`src/rtl/core/rde_pkg.sv`:
```
// Package for the row debounce block: sizing constants and the event slot type.
// Depends on nothing; used by every module of the block.
package rde_pkg;

    localparam int SAMPLES = 4;
    localparam int COLUMNS = 8;
    localparam int ROW_W   = 8;
    localparam int COL_W   = 3;

    // One pending key event as it travels down the cell chain.
    typedef struct packed {
        logic             valid;
        logic [COL_W-1:0] col;
        logic             press;
    } ev_t;

    // Control from the top level to every cell.
    typedef struct packed {
        logic load;
        logic advance;
    } ctrl_t;

endpackage

```
`src/rtl/core/rde_cell.sv`:
```
// One column cell: sample history, debounced bit and one event slot of the chain.
// Depends on rde_pkg.
module rde_cell (
    input  logic                      clk,
    input  logic                      rst_n,
    input  logic [rde_pkg::COL_W-1:0] col_idx,
    input  logic                      sample_bit,
    input  rde_pkg::ctrl_t            ctrl,
    input  rde_pkg::ev_t              slot_in,
    input  logic                      above_in,
    output rde_pkg::ev_t              slot_out,
    output logic                      above_out
);
    import rde_pkg::*;

    logic [SAMPLES-1:0] ring_reg;
    logic [SAMPLES-1:0] ring_next;
    logic               deb_reg;
    logic               deb_next;
    ev_t                slot_reg;
    ev_t                slot_next;

    // The history is kept as a shift line; the debounce only looks at all bits.
    always_comb
    begin
        ring_next[0] = sample_bit;
        for (int i = 1; i < SAMPLES; i++)
        begin
            ring_next[i] = ring_reg[i-1];
        end
        deb_next = (&ring_next) | ((|ring_next) & deb_reg);
    end

    always_comb
    begin
        slot_next = slot_reg;
        if (ctrl.load)
        begin
            slot_next.valid = deb_next ^ deb_reg;
            slot_next.col   = col_idx;
            slot_next.press = deb_next;
        end
        else if (ctrl.advance)
        begin
            slot_next = slot_in;
        end
    end

    always_ff @(posedge clk or negedge rst_n)
    begin
        if (!rst_n)
        begin
            ring_reg <= '0;
            deb_reg  <= 1'b0;
            slot_reg <= '0;
        end
        else
        begin
            if (ctrl.load)
            begin
                ring_reg <= ring_next;
                deb_reg  <= deb_next;
            end
            slot_reg <= slot_next;
        end
    end

    assign slot_out  = slot_reg;
    assign above_out = above_in | slot_reg.valid;

endmodule

```
`src/rtl/core/rde_out_reg.sv`:
```
// Output register for key events, taking the head of the cell chain.
// Depends on rde_pkg.
module rde_out_reg (
    input  logic                      clk,
    input  logic                      rst_n,
    input  rde_pkg::ev_t              head,
    input  logic                      head_last,
    input  logic                      stall,
    output logic                      take,
    output logic                      valid,
    output logic [rde_pkg::COL_W-1:0] key_column,
    output logic                      is_press,
    output logic                      last_event
);
    import rde_pkg::*;

    logic             valid_reg;
    logic             valid_next;
    logic [COL_W-1:0] col_reg;
    logic             press_reg;
    logic             last_reg;

    assign take       = head.valid & (~valid_reg | ~stall);
    assign valid_next = take | (valid_reg & stall);

    always_ff @(posedge clk or negedge rst_n)
    begin
        if (!rst_n)
        begin
            valid_reg <= 1'b0;
        end
        else
        begin
            valid_reg <= valid_next;
        end
    end

    always_ff @(posedge clk)
    begin
        if (take)
        begin
            col_reg   <= head.col;
            press_reg <= head.press;
            last_reg  <= head_last;
        end
    end

    assign valid      = valid_reg;
    assign key_column = col_reg;
    assign is_press   = press_reg;
    assign last_event = last_reg;

endmodule

```
`src/rtl/core/row_debounce_edge_events.sv`:
```
// Top level of the row debounce block: a chain of column cells and an output register.
// Depends on rde_pkg, rde_cell and rde_out_reg.
//
// The block takes one raw row scan per transaction and debounces every column over
// the last four scans: a column reads closed once four scans in a row show it closed
// and open once four show it open. Each column whose debounced state changes yields
// one event transaction (column, press or release), in ascending column order, and
// the last event of a scan is flagged. A scan with no change gives no event. The
// events sit in a chain of one cell per column that moves one place toward the output
// each cycle unless its head event is held back by a stalled output register;
// sample_stall stays high until the last event of the scan has entered the output
// register. A scan that changes nothing leaves the chain empty, and the next one can
// be taken right after. The output register holds one finished event, so a new scan
// may enter while it waits.
module row_debounce_edge_events (
    input  logic                      clk,
    input  logic                      rst_n,
    input  logic                      sample_valid,
    output logic                      sample_stall,
    input  logic [rde_pkg::ROW_W-1:0] row_sample,
    output logic                      event_valid,
    input  logic                      event_stall,
    output logic [rde_pkg::COL_W-1:0] key_column,
    output logic                      is_press,
    output logic                      last_event
);
    import rde_pkg::*;

    ev_t   slot  [COLUMNS+1];
    logic  above [COLUMNS+1];
    ctrl_t ctrl;
    logic  take;

    // Sentinel beyond the top cell: an empty slot and nothing pending.
    assign slot[COLUMNS]  = '0;
    assign above[COLUMNS] = 1'b0;

    // A scan is taken only when the chain is empty; the chain then advances
    // whenever its head is empty or the head moves into the output register.
    assign sample_stall = above[0];
    assign ctrl.load    = sample_valid & ~above[0];
    assign ctrl.advance = ~slot[0].valid | take;

    for (genvar c = 0; c < COLUMNS; c++)
    begin : g_cell
        rde_cell u_cell (
            .clk       (clk),
            .rst_n     (rst_n),
            .col_idx   (COL_W'(c)),
            .sample_bit(row_sample[c]),
            .ctrl      (ctrl),
            .slot_in   (slot[c+1]),
            .above_in  (above[c+1]),
            .slot_out  (slot[c]),
            .above_out (above[c])
        );
    end

    // The head event is the last of its scan when no cell above it holds one.
    rde_out_reg u_out (
        .clk       (clk),
        .rst_n     (rst_n),
        .head      (slot[0]),
        .head_last (~above[1]),
        .stall     (event_stall),
        .take      (take),
        .valid     (event_valid),
        .key_column(key_column),
        .is_press  (is_press),
        .last_event(last_event)
    );

endmodule

```
`config.mk`:
```
export PLATFORM = sky130hd
export DESIGN_NAME = row_debounce_edge_events
export DESIGN_NICKNAME = d
export VERILOG_FILES = /design/src/rtl/core/rde_pkg.sv /design/src/rtl/core/rde_cell.sv /design/src/rtl/core/rde_out_reg.sv /design/src/rtl/core/row_debounce_edge_events.sv
export SDC_FILE = /design/constraint.sdc
export NUM_CORES = 1
export LEC_CHECK = 0
export ABC_CLOCK_PERIOD_IN_PS = 2710
export BUFFER_PORTS_ARGS = -buffer_cell sky130_fd_sc_hd__buf_4
export CORE_MARGIN = 4
export CORE_UTILIZATION = 50
export DETAILED_ROUTE_END_ITERATION = 12
export PLACE_DENSITY = 0.67
export SLEW_MARGIN = 15
export SYNTH_ARGS = -nofsm -noshare
export SYNTH_HDL_FRONTEND = slang
export SYNTH_SLANG_ARGS = --single-unit
```
`constraint.sdc`:
```
create_clock -name clk -period 2.71 [get_ports clk]
set_input_delay 0.542 -clock clk [delete_from_list [all_inputs] [get_ports clk]]
set_output_delay 0.542 -clock clk [all_outputs]
set_load 0.03 [all_outputs]
```
==> impl_metrics.ini <==
[global_route]
grt_pass1_wl_um = 10300
grt_max_degree = 71
grt-ovfl-total = 0
antenna_found_initial = 0
grt_util_all_layers_pct = 17.0
grt_pass1_vias = 2160

[cells_and_area]
nNetsFinal = 316
final_cell_mix = dfrtp_1 (70), nand2_1 (47), buf_4 (26), o21ai_0 (22), mux2_2 (17)
multi_input_area_mm2 = 0.00128
num_antenna_cells = 0
drive_above_1_share_pct = 22.0
largest_reg_flops = 37
fillers = 526
finalInstanceArea_mm2 = 0.00377
final_common_cell = dfrtp_1
area.sequential_mm2 = 0.00190
area_growth_syn_to_layout_pct = 15.1
instances_no_fill = 386

[setup_path]
r2r_start = g_cell[1].u_cell.slot_out[4]
rrSetupSlack_ps = 520
path_delay_family = simple AND/OR/NAND/NOR gates
slowest_delay_ps = 650
crit_chain = or4_4 -> or3_1 -> buf_4
critPathSlowestCell = or4_4
crit_fanout = 13
cp.buffers_inverters = 1
r2r_end = g_cell[0].u_cell.ring_reg[1]
rr_worst_depth = 4
required_ps = 2170
critPathArrivalTime_ps = 1980
crit_type = reg2out
end_kind = primary output
worstSetupStartpointType = register

[sta]
fin_tns_setup_ps = 0
setup_viol_count_final = 0
finalCritPeriodShare_pct = 93.0
rsz0062_at_grt = false
relSlewSlack_pct = 42.3
fin_hold_ws_ps = 291
setup_ws_ps = 190
hold_viol_final = 0
period_minus_slack_ps = 2520
maxSlewViolCount = 0
tightest_slew_ps = 866
max_freq_mhz = 397
fin_skew_ps = 5.06

[yosys]
syn-num-nets = 295
synth_cell_types = 37
yosysWarnings = 0
ys_seq_area_share_pct = 58.0
synth.cell_area_mm2 = 0.00328
syn_inst = 283
syn_area_per_cell_um2 = 11.6
synth-seq-cells = 75

[place]
place_ws_ps = 554
dpl.hpwl_um = 3780
gp_congestion = 0.726
io_buffers = 18
placed_cell_area_mm2 = 0.00350
dp.cells = 370

[die]
initial_utilization_pct = 51.6
die_x_um = 89.0
die_y_um = 89.0
core-area_mm2 = 0.00635
io_pins = 19
num_rows = 29
dieArea_mm2 = 0.00792

[status]
status = finished, final reports clean

[cts]
cts_resized = 0
path_clk_slew_ps = 70
insertion_delay_ps = 340
postCtsSetupRepairBufs = 0
cts_tree = yes
cts_made_buffers = 9
cts.sinks = 75
hold_buffers = 0
root_buffer = clkbuf_8
cts.htree.levels = 3
cts.path.max_buffers = 2

[pwr]
leakage_uw = 0.00166
vdd_drop_max_v = 0.000808
power_density_mw_per_mm2 = 1300

[drt]
wl_per_cell_um = 15.2
post-route-drc-count = 0
drt_iter0_drc = 97
drt_first_pass_iters = 4
detail-route-antenna-nets = 0
wirelength_um = 5870
dr_total_vias = 2186
avgViaCountPerCell = 5.66

[worst_hold_path]
holdCritPathClass = in2async

[flow_run]
maxCapViolCount = 0
[stage by stage]
stage / total power [µW] / utilization (%)
global route: 5250 / 59.4
CTS: 4950 / 59.4
finish: 4900 / 59.4
detailed placement: 3780 / 55.1
floorplan: 3310 / -
global placement: 3710 / 55.1
[metal layers]
layer,wire length [µm],track usage [%],up-vias
met4,97,8.12,0
met3,202,3.41,9
met5,0,0,-
li1,-,-,1076
met2,2740,25.6,31
met1,2830,23.8,1070
[cells by family (layout without fill, tap and decap cells)]
kind of cell,Yosys count,after routing,share of synthesized area [%]
mux,37,37,13.0
flops,75,75,58.0
compound gates,58,58,12.3
simple gates,90,90,13.4
buf+inv,23,49,3.21
[cell type report]
cell class / instances / share of cell area (%)
repair buffers: 26 / 5.17
well taps: 77 / 2.55
clock inverters: 4 / 3.18
clock buffers: 12 / 4.11
multi-input cells: 185 / 33.9
inverters: 7 / 0.697
flip-flops and latches: 75 / 50.4
[power by group]
group          leakage, µW  internal [µW]  switching, µW
combinational     0.000610            827            896
clock             0.000137            756            395
sequential        0.000911           1650            378
[cell usage after synthesis]
| master | number | area, µm² |
|---|---|---|
| o41a_1 | 6 | 67.6 |
| nor3_2 | 1 | 10.0 |
| mux2i_1 | 13 | 130 |
| buf_6 | 2 | 22.5 |
| o31ai_1 | 9 | 67.6 |
| a22oi_1 | 1 | 7.51 |
| or3_1 | 4 | 25.0 |
| a211o_1 | 1 | 8.76 |
| clkbuf_1 | 10 | 37.5 |
| o21ai_1 | 4 | 20.0 |
| nand2_1 | 47 | 176 |
| and3_1 | 1 | 6.26 |
| buf_2 | 3 | 15.0 |
| o21ai_0 | 22 | 110 |
| nand2b_1 | 3 | 18.8 |
| dfrtp_1 | 70 | 1750 |
| o211ai_1 | 1 | 7.51 |
| or4_4 | 1 | 11.3 |
| inv_1 | 7 | 26.3 |
| mux2_4 | 7 | 105 |
| mux2_2 | 17 | 191 |
| o41ai_1 | 1 | 8.76 |
| nor4_1 | 6 | 37.5 |
| nand4_1 | 2 | 12.5 |
| o22ai_1 | 2 | 12.5 |
| a31o_2 | 1 | 8.76 |
| nor2_1 | 7 | 26.3 |
| a22o_1 | 1 | 8.76 |
| a21boi_0 | 1 | 7.51 |
| or4_1 | 1 | 7.51 |
| and4_1 | 6 | 52.6 |
| edfxtp_1 | 5 | 150 |
| and2_1 | 1 | 6.26 |
| buf_1 | 1 | 3.75 |
| nand3_1 | 10 | 50.1 |
| a21o_1 | 1 | 7.51 |
| o221ai_1 | 7 | 61.3 |
[worst register-to-register path, cell delays in order, from the launching register on]
cell and delay, ps:
dfrtp_1 410, or4_4 650, or3_1 420, buf_4 260, mux2_4 330
[worst max-delay path by stage]
stage / from / to / slack [ps] / cells after the start
2_1_floorplan: g_cell[1].u_cell.slot_out[4] / sample_stall / 550 / 3
3_3_place_gp: g_cell[1].u_cell.slot_out[4] / g_cell[1].u_cell.ring_reg[1] / 590 / 4
3_5_place_dp: g_cell[1].u_cell.slot_out[4] / g_cell[2].u_cell.ring_reg[1] / 550 / 4
4_1_cts: g_cell[1].u_cell.slot_out[4] / sample_stall / 170 / 3
5_1_grt: g_cell[1].u_cell.slot_out[4] / sample_stall / 120 / 3
6_report: g_cell[1].u_cell.slot_out[4] / sample_stall / 190 / 3
No activity file was read; power rests on OpenSTA's default activity.
